[src/rtl/dct_pkg.sv]
`timescale 1ns / 1ps
// ----------------------------------------------------------------------------
// dct_pkg
// Shared types, codes and defaults for the DMA channel lifecycle tracker.
// ----------------------------------------------------------------------------
package dct_pkg;

  // Defaults for the top-level parameters
  localparam int CHANNELS_DEF   = 8;
  localparam int LIST_DEPTH_DEF = 16;

  // Width of the transfer-done mask, one bit per possible channel
  localparam int MASK_W = 8;

  // Configuration register indexes
  localparam logic [0:0] CFG_BLOCK_LIMIT = 1'b0;
  localparam logic [0:0] CFG_LIST_MODE   = 1'b1;
  localparam int         CFG_DATA_W      = 12;
  localparam logic [CFG_DATA_W-1:0] BLOCK_LIMIT_RST = 12'd4095;

  // Request codes; code 7 has no meaning and is rejected
  typedef enum logic [2:0] {
    REQ_CONFIGURE = 3'd0,
    REQ_START     = 3'd1,
    REQ_STOP      = 3'd2,
    REQ_SUSPEND   = 3'd3,
    REQ_RESUME    = 3'd4,
    REQ_DONE      = 3'd5,
    REQ_STATUS    = 3'd6
  } req_code_t;

  // Status codes returned with every result
  typedef enum logic [1:0] {
    RC_OK      = 2'd0,
    RC_INVALID = 2'd1,
    RC_BUSY    = 2'd2,
    RC_OVERRUN = 2'd3
  } rc_t;

  // Transfer directions
  localparam logic [1:0] DIR_M2M = 2'd0;
  localparam logic [1:0] DIR_M2P = 2'd1;
  localparam logic [1:0] DIR_P2M = 2'd2;
  localparam logic [1:0] DIR_BAD = 2'd3;

  // Per-channel lifecycle state, one-hot
  typedef enum logic [3:0] {
    ST_IDLE      = 4'b0001,
    ST_PREPARED  = 4'b0010,
    ST_ACTIVE    = 4'b0100,
    ST_SUSPENDED = 4'b1000
  } chan_state_t;

  // Request item
  typedef struct packed {
    logic [2:0]  req_type;
    logic [3:0]  channel;
    logic        hw_enabled;
    logic [1:0]  direction;
    logic [4:0]  data_size;
    logic [4:0]  list_len;
    logic [15:0] largest_block;
    logic [31:0] total_bytes;
    logic [31:0] start_address;
    logic [31:0] hw_pointer;
    logic [7:0]  done_mask;
  } req_t;

  // Result item
  typedef struct packed {
    logic [1:0]  status_code;
    logic [1:0]  channel_state;
    logic [31:0] pending_bytes;
    logic [31:0] free_bytes;
  } rsp_t;

  // Stored record of one channel
  typedef struct packed {
    chan_state_t state;
    logic [1:0]  dir;
    logic [31:0] ring_len;
    logic [31:0] sw_ptr;
    logic [31:0] last_hw_ptr;
  } chan_rec_t;

  // Update of the channel store from one request
  typedef struct packed {
    logic [MASK_W-1:0] clear_mask;
    logic              state_we;
    chan_state_t       state;
    logic              setup_we;
    logic [1:0]        dir;
    logic [31:0]       ring_len;
    logic [31:0]       sw_ptr;
    logic              hwp_we;
    logic [31:0]       hwp;
  } chan_upd_t;

  // Dense two-bit code of a lifecycle state
  function automatic logic [1:0] state_code(input chan_state_t s);
    logic [1:0] c;
    unique case (s)
      ST_IDLE:      c = 2'd0;
      ST_PREPARED:  c = 2'd1;
      ST_ACTIVE:    c = 2'd2;
      ST_SUSPENDED: c = 2'd3;
      default:      c = 2'd0;
    endcase
    return c;
  endfunction

endpackage

[src/rtl/dct_stream_if.sv]
`timescale 1ns / 1ps
// ----------------------------------------------------------------------------
// dct_stream_if
// Valid/ready channel carrying one item of payload type T.
// ----------------------------------------------------------------------------
interface dct_stream_if #(parameter type T = logic);
  logic valid;
  logic ready;
  T     data;

  modport source (output valid, output data, input ready);
  modport sink   (input valid, input data, output ready);
endinterface

[src/rtl/dma_channel_lifecycle_tracker.sv]
`timescale 1ns / 1ps
// ----------------------------------------------------------------------------
// dma_channel_lifecycle_tracker
// Per-channel DMA lifecycle state machine with ring occupancy reporting.
// ----------------------------------------------------------------------------
// Usage:
//   req  - request items (configure, start, stop, suspend, resume,
//          transfer done, status), valid/ready, sink side.
//   rsp  - one result item per request: status code, channel state after
//          the request, pending and free ring bytes (status queries only).
//   cfg_we/cfg_index/cfg_data - register writes: index 0 block size limit,
//          index 1 hardware list mode. Write only while no request is in
//          flight.
// Pipeline: a request accepted into the input register is decided and has
//   its result registered in the result register once that register can advance.
// Throughput: one request per cycle while rsp is not held off; the channel
//   record is read and written back in the same cycle as the result is formed.
// Reset: all channels idle, stored direction, ring length and pointers
//   zero, block size limit 4095, list mode off; both stages empty.
// Stall: while rsp is held off, the result register holds its item; one
//   more request is still taken into the input register, then req.ready
//   drops until the result is taken.
// ----------------------------------------------------------------------------
module dma_channel_lifecycle_tracker #(
  parameter int CHANNELS   = dct_pkg::CHANNELS_DEF,
  parameter int LIST_DEPTH = dct_pkg::LIST_DEPTH_DEF
) (
  input  logic                          clk,
  input  logic                          rst,
  dct_stream_if.sink                    req,
  dct_stream_if.source                  rsp,
  input  logic                          cfg_we,
  input  logic [0:0]                    cfg_index,
  input  logic [dct_pkg::CFG_DATA_W-1:0] cfg_data
);
  import dct_pkg::*;

  localparam int CH_W = (CHANNELS > 1) ? $clog2(CHANNELS) : 1;

  // Configuration registers
  logic [CFG_DATA_W-1:0] block_limit;
  logic                  list_mode;

  // Channel store
  chan_state_t chan_state      [CHANNELS];
  logic [1:0]  chan_direction  [CHANNELS];
  logic [31:0] ring_length     [CHANNELS];
  logic [31:0] software_pointer[CHANNELS];
  logic [31:0] last_hw_pointer [CHANNELS];

  // Pipeline registers
  logic      in_valid;
  req_t      in_item;
  logic      out_valid;
  rsp_t      out_item;

  logic      advance;
  logic      in_take;
  logic      chan_ok;
  logic [CH_W-1:0] idx;
  chan_rec_t rec;
  rsp_t      step_rsp;
  chan_upd_t upd;

  // Handshake
  assign advance   = !out_valid || rsp.ready;
  assign req.ready = !in_valid || advance;
  assign in_take   = req.valid && req.ready;
  assign rsp.valid = out_valid;
  assign rsp.data  = out_item;

  // Configuration writes
  always_ff @(posedge clk) begin
    if (rst) begin
      block_limit <= BLOCK_LIMIT_RST;
      list_mode   <= 1'b0;
    end else if (cfg_we) begin
      unique case (cfg_index)
        CFG_BLOCK_LIMIT: block_limit <= cfg_data;
        CFG_LIST_MODE:   list_mode   <= cfg_data[0];
        default:         ;
      endcase
    end
  end

  // Input register
  always_ff @(posedge clk) begin
    if (rst) begin
      in_valid <= 1'b0;
    end else if (in_take) begin
      in_valid <= 1'b1;
    end else if (advance) begin
      in_valid <= 1'b0;
    end
  end

  always_ff @(posedge clk) begin
    if (in_take) begin
      in_item <= req.data;
    end
  end

  // Record of the addressed channel
  assign chan_ok = in_item.channel < 4'(CHANNELS);
  assign idx     = chan_ok ? in_item.channel[CH_W-1:0] : '0;

  always_comb begin
    rec.state       = chan_state[idx];
    rec.dir         = chan_direction[idx];
    rec.ring_len    = ring_length[idx];
    rec.sw_ptr      = software_pointer[idx];
    rec.last_hw_ptr = last_hw_pointer[idx];
  end

  dct_step #(
    .CHANNELS  (CHANNELS),
    .LIST_DEPTH(LIST_DEPTH)
  ) u_step (
    .req        (in_item),
    .rec        (rec),
    .block_limit(block_limit),
    .list_mode  (list_mode),
    .rsp        (step_rsp),
    .upd        (upd)
  );

  // Result register
  always_ff @(posedge clk) begin
    if (rst) begin
      out_valid <= 1'b0;
    end else if (advance) begin
      out_valid <= in_valid;
    end
  end

  always_ff @(posedge clk) begin
    if (advance && in_valid) begin
      out_item <= step_rsp;
    end
  end

  // Channel store write-back
  always_ff @(posedge clk) begin
    if (rst) begin
      for (int i = 0; i < CHANNELS; i++) begin
        chan_state[i]       <= ST_IDLE;
        chan_direction[i]   <= DIR_M2M;
        ring_length[i]      <= 32'd0;
        software_pointer[i] <= 32'd0;
        last_hw_pointer[i]  <= 32'd0;
      end
    end else if (advance && in_valid) begin
      for (int i = 0; i < CHANNELS; i++) begin
        if (upd.clear_mask[i]) begin
          chan_state[i] <= ST_IDLE;
        end else if (upd.state_we && idx == CH_W'(i)) begin
          chan_state[i] <= upd.state;
        end
        if (upd.setup_we && idx == CH_W'(i)) begin
          chan_direction[i]   <= upd.dir;
          ring_length[i]      <= upd.ring_len;
          software_pointer[i] <= upd.sw_ptr;
        end
        if (upd.hwp_we && idx == CH_W'(i)) begin
          last_hw_pointer[i] <= upd.hwp;
        end
      end
    end
  end

  // Checks
  a_ready_only_on_stall: assert property (@(posedge clk) disable iff (rst)
    !req.ready |-> (in_valid && out_valid && !rsp.ready))
    else $error("request side stalled without a stalled result");

  a_item_reaches_output: assert property (@(posedge clk) disable iff (rst)
    (in_valid && advance) |=> out_valid)
    else $error("processed item did not reach the result register");

  a_overrun_needs_list_mode: assert property (@(posedge clk) disable iff (rst)
    (out_valid && out_item.status_code == RC_OVERRUN) |-> list_mode)
    else $error("overrun reported with list mode off");

  a_reset_empties: assert property (@(posedge clk)
    rst |=> (!in_valid && !out_valid))
    else $error("pipeline not empty after reset");

endmodule

[src/rtl/dct_step.sv]
`timescale 1ns / 1ps
// ----------------------------------------------------------------------------
// dct_step
// Decision logic for one request: checks, next channel state, ring occupancy.
// ----------------------------------------------------------------------------
module dct_step #(
  parameter int CHANNELS   = dct_pkg::CHANNELS_DEF,
  parameter int LIST_DEPTH = dct_pkg::LIST_DEPTH_DEF
) (
  input  dct_pkg::req_t             req,
  input  dct_pkg::chan_rec_t        rec,
  input  logic [dct_pkg::CFG_DATA_W-1:0] block_limit,
  input  logic                      list_mode,
  output dct_pkg::rsp_t             rsp,
  output dct_pkg::chan_upd_t        upd
);
  import dct_pkg::*;

  // Mask of the channels that exist
  localparam logic [MASK_W-1:0] CH_MASK = MASK_W'((9'd1 << CHANNELS) - 9'd1);

  logic        chan_valid;
  logic        cfg_bad;
  rc_t         rc;
  chan_state_t st_next;
  chan_state_t st_after;
  logic [31:0] diff;
  logic [31:0] ring_dist;
  logic [31:0] other;
  logic        moved;
  logic        src_side;
  logic [31:0] pend_cnt;
  logic [31:0] free_cnt;

  assign chan_valid = req.channel < 4'(CHANNELS);

  // Configure parameter checks
  assign cfg_bad = !(req.data_size == 5'd1 || req.data_size == 5'd2 ||
                     req.data_size == 5'd4) ||
                   req.list_len == 5'd0 ||
                   req.list_len > 5'(LIST_DEPTH) ||
                   req.direction == DIR_BAD ||
                   req.largest_block > {4'd0, block_limit};

  // Ring distance, full when the pointers meet after the hardware moved
  assign diff     = req.hw_pointer - rec.sw_ptr;
  assign moved    = req.hw_pointer != rec.last_hw_ptr;
  assign src_side = rec.dir == DIR_M2P || rec.dir == DIR_BAD;

  always_comb begin
    if (diff[31]) begin
      ring_dist = diff + rec.ring_len;
    end else if (diff == 32'd0 && moved) begin
      ring_dist = rec.ring_len;
    end else begin
      ring_dist = diff;
    end
  end

  assign other = rec.ring_len - ring_dist;

  // Request decode
  always_comb begin
    rc           = RC_OK;
    st_next      = rec.state;
    upd          = '0;
    upd.state    = rec.state;
    upd.dir      = req.direction;
    upd.ring_len = req.total_bytes;
    upd.sw_ptr   = req.start_address;
    upd.hwp      = req.hw_pointer;
    pend_cnt     = 32'd0;
    free_cnt     = 32'd0;

    if (req.req_type == REQ_DONE) begin
      upd.clear_mask = req.done_mask & CH_MASK;
    end else if (!chan_valid) begin
      rc = RC_INVALID;
    end else begin
      unique case (req.req_type)
        REQ_CONFIGURE: begin
          if (rec.state == ST_ACTIVE || rec.state == ST_SUSPENDED) begin
            rc = RC_BUSY;
          end else if (cfg_bad) begin
            rc = RC_INVALID;
          end else begin
            st_next      = ST_PREPARED;
            upd.setup_we = 1'b1;
            upd.hwp_we   = 1'b1;
            upd.hwp      = req.start_address;
          end
        end
        REQ_START: begin
          // An already running channel is left alone
          if (!req.hw_enabled) begin
            if (rec.state != ST_PREPARED) begin
              rc = RC_BUSY;
            end else begin
              st_next = ST_ACTIVE;
            end
          end
        end
        REQ_STOP: begin
          // Stopped in hardware and not suspended: nothing to do
          if (req.hw_enabled || rec.state == ST_SUSPENDED) begin
            if (rec.state != ST_ACTIVE && rec.state != ST_SUSPENDED) begin
              rc = RC_INVALID;
            end else begin
              st_next = ST_IDLE;
            end
          end
        end
        REQ_SUSPEND: begin
          if (rec.state != ST_ACTIVE) begin
            rc = RC_INVALID;
          end else begin
            st_next = ST_SUSPENDED;
          end
        end
        REQ_RESUME: begin
          if (rec.state != ST_SUSPENDED) begin
            rc = RC_INVALID;
          end else begin
            st_next = ST_ACTIVE;
          end
        end
        REQ_STATUS: begin
          upd.hwp_we = 1'b1;
          if (src_side) begin
            free_cnt = ring_dist;
            pend_cnt = other;
          end else begin
            pend_cnt = ring_dist;
            free_cnt = other;
          end
          if (list_mode && !req.hw_enabled) begin
            rc = RC_OVERRUN;
          end
        end
        default: begin
          rc = RC_INVALID;
        end
      endcase
    end

    upd.state_we = st_next != rec.state;
    upd.state    = st_next;
  end

  // State of the addressed channel once the request has taken effect
  always_comb begin
    if (req.req_type == REQ_DONE && req.done_mask[req.channel[2:0]]) begin
      st_after = ST_IDLE;
    end else begin
      st_after = st_next;
    end
  end

  assign rsp = '{status_code:   rc,
                 channel_state: chan_valid ? state_code(st_after) : 2'd0,
                 pending_bytes: pend_cnt,
                 free_bytes:    free_cnt};

endmodule

[src/flat_wrapper.sv]
// flat-port wrapper written by rule: the top's interface ports become plain ports
module dma_channel_lifecycle_tracker_flat import dct_pkg::*;
#(
  parameter int CHANNELS   = dct_pkg::CHANNELS_DEF,
  parameter int LIST_DEPTH = dct_pkg::LIST_DEPTH_DEF
)
  (clk, rst, cfg_we, cfg_index, cfg_data, req_valid, req_data, req_ready, rsp_valid, rsp_data, rsp_ready);
  dct_stream_if #(.T(req_t)) req_i ();
  dct_stream_if #(.T(rsp_t)) rsp_i ();
  input  logic clk;
  input  logic rst;
  input  logic cfg_we;
  input  logic [0:0] cfg_index;
  input  logic [dct_pkg::CFG_DATA_W-1:0] cfg_data;
  input wire logic [$bits(req_i.valid)-1:0] req_valid;
  input wire logic [$bits(req_i.data)-1:0] req_data;
  output wire logic [$bits(req_i.ready)-1:0] req_ready;
  output wire logic [$bits(rsp_i.valid)-1:0] rsp_valid;
  output wire logic [$bits(rsp_i.data)-1:0] rsp_data;
  input wire logic [$bits(rsp_i.ready)-1:0] rsp_ready;
  assign req_i.valid = req_valid;
  assign req_i.data = req_data;
  assign req_ready = req_i.ready;
  assign rsp_valid = rsp_i.valid;
  assign rsp_data = rsp_i.data;
  assign rsp_i.ready = rsp_ready;
  dma_channel_lifecycle_tracker #(.CHANNELS(CHANNELS), .LIST_DEPTH(LIST_DEPTH)) u_core (.clk(clk), .rst(rst), .req(req_i), .rsp(rsp_i), .cfg_we(cfg_we), .cfg_index(cfg_index), .cfg_data(cfg_data));
endmodule
[config.mk]
export PLATFORM = sky130hd
export DESIGN_NAME = dma_channel_lifecycle_tracker_flat
export DESIGN_NICKNAME = d
export VERILOG_FILES = /design/src/rtl/dct_pkg.sv /design/src/rtl/dct_stream_if.sv /design/src/rtl/dma_channel_lifecycle_tracker.sv /design/src/rtl/dct_step.sv /design/src/flat_wrapper.sv
export SDC_FILE = /design/constraint.sdc
export NUM_CORES = 2
export LEC_CHECK = 0
export BUFFER_PORTS_ARGS = -buffer_cell sky130_fd_sc_hd__buf_2
export CAP_MARGIN = 20
export CORE_MARGIN = 2
export CORE_UTILIZATION = 67
export CTS_CLUSTER_SIZE = 40
export DETAILED_ROUTE_END_ITERATION = 7
export GPL_TIMING_DRIVEN = 0
export PLACE_DENSITY_LB_ADDON = 0.12
export SLEW_MARGIN = 25
export SYNTH_ARGS = -nofsm -noshare
export SYNTH_HDL_FRONTEND = slang
export SYNTH_SLANG_ARGS = --single-unit
[constraint.sdc]
create_clock -name clk -period 19.07 [get_ports clk]
set_input_delay 2.8605 -clock clk [delete_from_list [all_inputs] [get_ports clk]]
set_output_delay 2.8605 -clock clk [all_outputs]
set_load 0.01 [all_outputs]
==> key figures <==
Synth
  – Synth area leader: edfxtp_1
  – Largest family of logic cells by synthesized area: simple AND/OR/NAND/NOR gates
  – Synth Area in Adders: 0.0272
  – Yosys Warn Count: 0
  – Post-synthesis mux area share: 0.0689
  – Mean Syn Cell Area: around 12 sq um
  – Area contributors post-synth: edfxtp_1, nor2_1, mux2i_1
  – Synth Area in XOR/XNOR: 0.0128
  – Synth Flop Type: edfxtp_1
  – Sequential area share after synthesis: 0.610
  – Post-synthesis compound-gate area fraction: 0.119
  – Fraction of the mapped netlist area in simple logic gates: 0.129
  – Cells after synthesis: about 4300
  – Top cells by count, synth: edfxtp_1, nor2_1, nand2_1
  – Async SR Flop Fraction: 0
  – Post-synth cell types: 90
  – Synth Register Bits: slightly above 1000
  – EDFF count, synth: 1016
  – Synth top area share: 0.604
  – Synth Cell Area: between 0.05 and 0.06 sq mm
  – Most instantiated library cell after synthesis: edfxtp_1
  – Syn nets: around 4500

STA
  – RSZ-0062 raised after global routing: false
  – Final hold violation count: 0
  – Tmin final: 13.97 ns
  – Fmax: ~72 MHz
  – Rel. slew slack: 0.181
  – Crit share post-route: 0.733
  – Least-Margin Pin Slew: roughly 1.2 ns
  – Fin Setup TNS: 0 ns
  – Clock skew: slightly below 0.07 ns
  – Final Max Slew Viols: 0
  – Final setup vio count: 0

Power
  – P_sw: 0.00177 W
  – Sequential Power Share: 0.447
  – Switching share of power: 0.300
  – Clock Power Share: 0.336
  – Gate power share: 0.217
  – Internal power: 0.00414 W
  – Max IR drop VDD: 91.0 uV
  – Design Power: 0.00592 W
  – Power per cell area: roughly 100 mW/mm^2
  – LEAKAGE: around 22 nW

Setup path
  – Most frequent CP cell: clkbuf_1
  – Critical path's slowest cell: clkbuf_1
  – R2R Setup Slk: a little over 5 ns
  – Worst reg2reg path depth: slightly above 40
  – Reg2reg start: u_core.in_item[134]
  – Setup CP Type: reg -> reg
  – CP required: 19.47 ns
  – Crit path largest cell delay: 0.87 ns
  – Crit Path Max Fanout: 10
  – Crit Reg-Reg Endpoint: u_core.rsp.data[56]
  – Crit path capture type: flop
  – CP arrival: between 10 and 15 ns
  – Startpoint class of the critical path: flop

GRT
  – Initial antenna violation count: 10
  – Global-route wire length before repair: 240000 microns
  – Pin count of the biggest net entering global routing: just over 60
  – Grt ovf: 0
  – Vias in the first global route: 37000
  – GRT Overall Usage: 0.426

Route
  – WL final: 167000 microns
  – Iteration-0 DRC Markers: about 7000
  – Wire per inst: ~29 microns
  – Routed vias/inst: about 6.9
  – Via Count: just under 40000
  – Antenna Nets Post-Route: 0
  – Pre-antenna DRT Iters: 8
  – DRC errors left: 1

Min path
  – Min-delay src: u_core.in_valid
  – Worst Hold End: u_core.rsp.valid
  – Worst min-delay path class: reg -> reg
  – Hold depth: 2

Clock network
  – Hold Buf Count CTS: 0
  – Worst-path clk slew: ~0.070 ns
  – CTS root buf: clkbuf_16
  – CTS sink count: around 1000
  – TritonCTS clock tree: done
  – Maximum clock path buffer count: 3
  – Htree depth: 3
  – Post-CTS Setup Inserts: 0
  – TritonCTS buffer count: 100
  – Clk_lat worst skew: between 0.7 and 0.8 ns
  – Post_cts resized: 0

Run status
  – Failing checks: design-rule violations
  – Status: finished, violations left

Layout
  – Final Util: 0.763
  – Post-layout nets: about 4900
  – Area Overhead vs Synth: 12.6%
  – Non-Filler Instances: 5685
  – Share of cells above drive strength 1: 0.128

Floorplan
  – Chip width: around 280 microns
  – Chip height: about 280 microns
  – IO Pins: approximately 230
  – Initial core utilization: 0.678
  – Core area: 0.0746 sq mm
  – Die area: about 0.078 sq mm
  – Standard-cell row count: 100

Placement
  – PortBufs: approximately 230
  – GPL Wtd Cong: approximately 1.0
  – Placed cells: around 5500
  – Post-DP HPWL: approximately 120000 microns

Flow run
  – Max-Cap Viols: 0
power groups by stage:
| stage | combinational (W) | clock, W | sequential [W] |
|---|---|---|---|
| 3_3_place_gp | 0.00120 | 0 | 0.00269 |
| 4_1_cts | 0.00124 | 0.00197 | 0.00264 |
| 6_report | 0.00129 | 0.00199 | 0.00264 |
| 2_1_floorplan | 0.000844 | 0 | 0.00267 |
| 3_5_place_dp | 0.00123 | 0 | 0.00268 |
| 5_1_grt | 0.00137 | 0.00205 | 0.00265 |
worst max-delay path, delay by kind of cell, from the launching register on:
kind                       cells  cell delay [ns]
muxes                          1             0.41
DFF                            1             0.34
xor gates and xnor gates       1             0.15
AOI/OAI and AO/OA             16             4.95
and+or+nand+nor                6             1.62
adders and majority gates      3             1.01
buffers and inverters         14             5.18
cell type report:
type,instances,area (sq um)
clock buffers,136,2700
inverters,164,618
well taps,969,1210
fillers,4840,17700
clock inverters,50,563
repair buffers,251,1740
plain buffers,266,1080
multi-input cells,2814,18200
flip-flops and latches,1031,30800
diodes,4,10.0
logic make-up after synthesis:
logic type / count (synthesis)
AO/OA/AOI/OAI: 860
flip-flops: 1031
adder cells (fa/ha/maj): 108
multiplexers: 297
AND/OR/NAND/NOR: 1475
XOR/XNOR: 74
buffers and inverters: 430
sequential cells by signal (all words and copies together), names as in the netlist:
name / cells
u_core.block_limit: 12
u_core.chan_direction: 8
u_core.chan_state: 32
u_core.in_item: 140
u_core.in_valid: 1
u_core.last_hw_pointer: 256
u_core.list_mode: 1
u_core.ring_length: 256
u_core.rsp.data: 68
u_core.rsp.valid: 1
u_core.software_pointer: 256
layout by cell type, fill, tap and decap left out, types with 16 or more instances in the layout:
cell type | netlist | routed
xor2_1 | 27 | 27
nand2_1 | 334 | 334
o21a_1 | 20 | 20
buf_1 | 34 | 31
edfxtp_1 | 1016 | 1016
clkinv_1 | 0 | 22
clkbuf_16 | 0 | 101
nor3_1 | 37 | 36
o21ai_0 | 140 | 139
inv_1 | 163 | 162
nand3_1 | 63 | 63
a32o_1 | 16 | 16
buf_16 | 0 | 16
mux2_2 | 77 | 77
o211ai_1 | 25 | 25
and3_1 | 29 | 29
ha_1 | 105 | 105
clkbuf_1 | 194 | 222
a211oi_1 | 27 | 27
nor3b_1 | 22 | 22
xnor2_1 | 47 | 47
and2_1 | 21 | 20
nor2_1 | 735 | 735
or3_1 | 28 | 28
a211o_1 | 28 | 28
buf_2 | 28 | 257
a21oi_1 | 144 | 143
mux4_2 | 33 | 33
o221ai_1 | 38 | 38
a21o_1 | 77 | 74
nand4_1 | 21 | 21
a31oi_1 | 36 | 35
o21bai_1 | 19 | 18
o22ai_1 | 88 | 87
a221oi_1 | 44 | 44
nor2b_1 | 21 | 21
o31ai_1 | 17 | 17
nand2b_1 | 101 | 89
mux2i_1 | 186 | 186
routing by layer:
metal / wire length, microns / part of all wire / track usage
met1: 58500 / 0.35 / 0.572
met2: 70300 / 0.42 / 0.618
met3: 28100 / 0.17 / 0.154
met4: 9900 / 0.059 / 0.214
met5: 101 / 0.00061 / 0
worst max path at each step:
stage / from / endpoint / slack [ns] / cells after the start
global placement: u_core.in_item[134] / u_core.rsp.data[56] / 5.65 / 35
CTS: u_core.in_item[134] / u_core.rsp.data[56] / 5.73 / 41
floorplan: u_core.in_item[134] / u_core.rsp.data[31] / 9.74 / 42
global route: u_core.in_item[134] / u_core.rsp.data[56] / 4.74 / 41
finish: u_core.in_item[134] / u_core.rsp.data[56] / 5.10 / 41
detailed placement: u_core.in_item[134] / u_core.rsp.data[56] / 5.85 / 41
stage by stage:
| step | hold WS, ns | area (sq um) | setup WS (ns) |
|---|---|---|---|
| floorplan | 0.445 | 50500 | 9.74 |
| global placement | 0.499 | 52900 | 5.65 |
| detailed placement | 0.534 | 53600 | 5.85 |
| CTS | 0.546 | 56900 | 5.73 |
| global route | 0.596 | 56900 | 4.74 |
| finish | 0.545 | 56900 | 5.10 |
No activity file was read; power rests on OpenSTA's default activity.
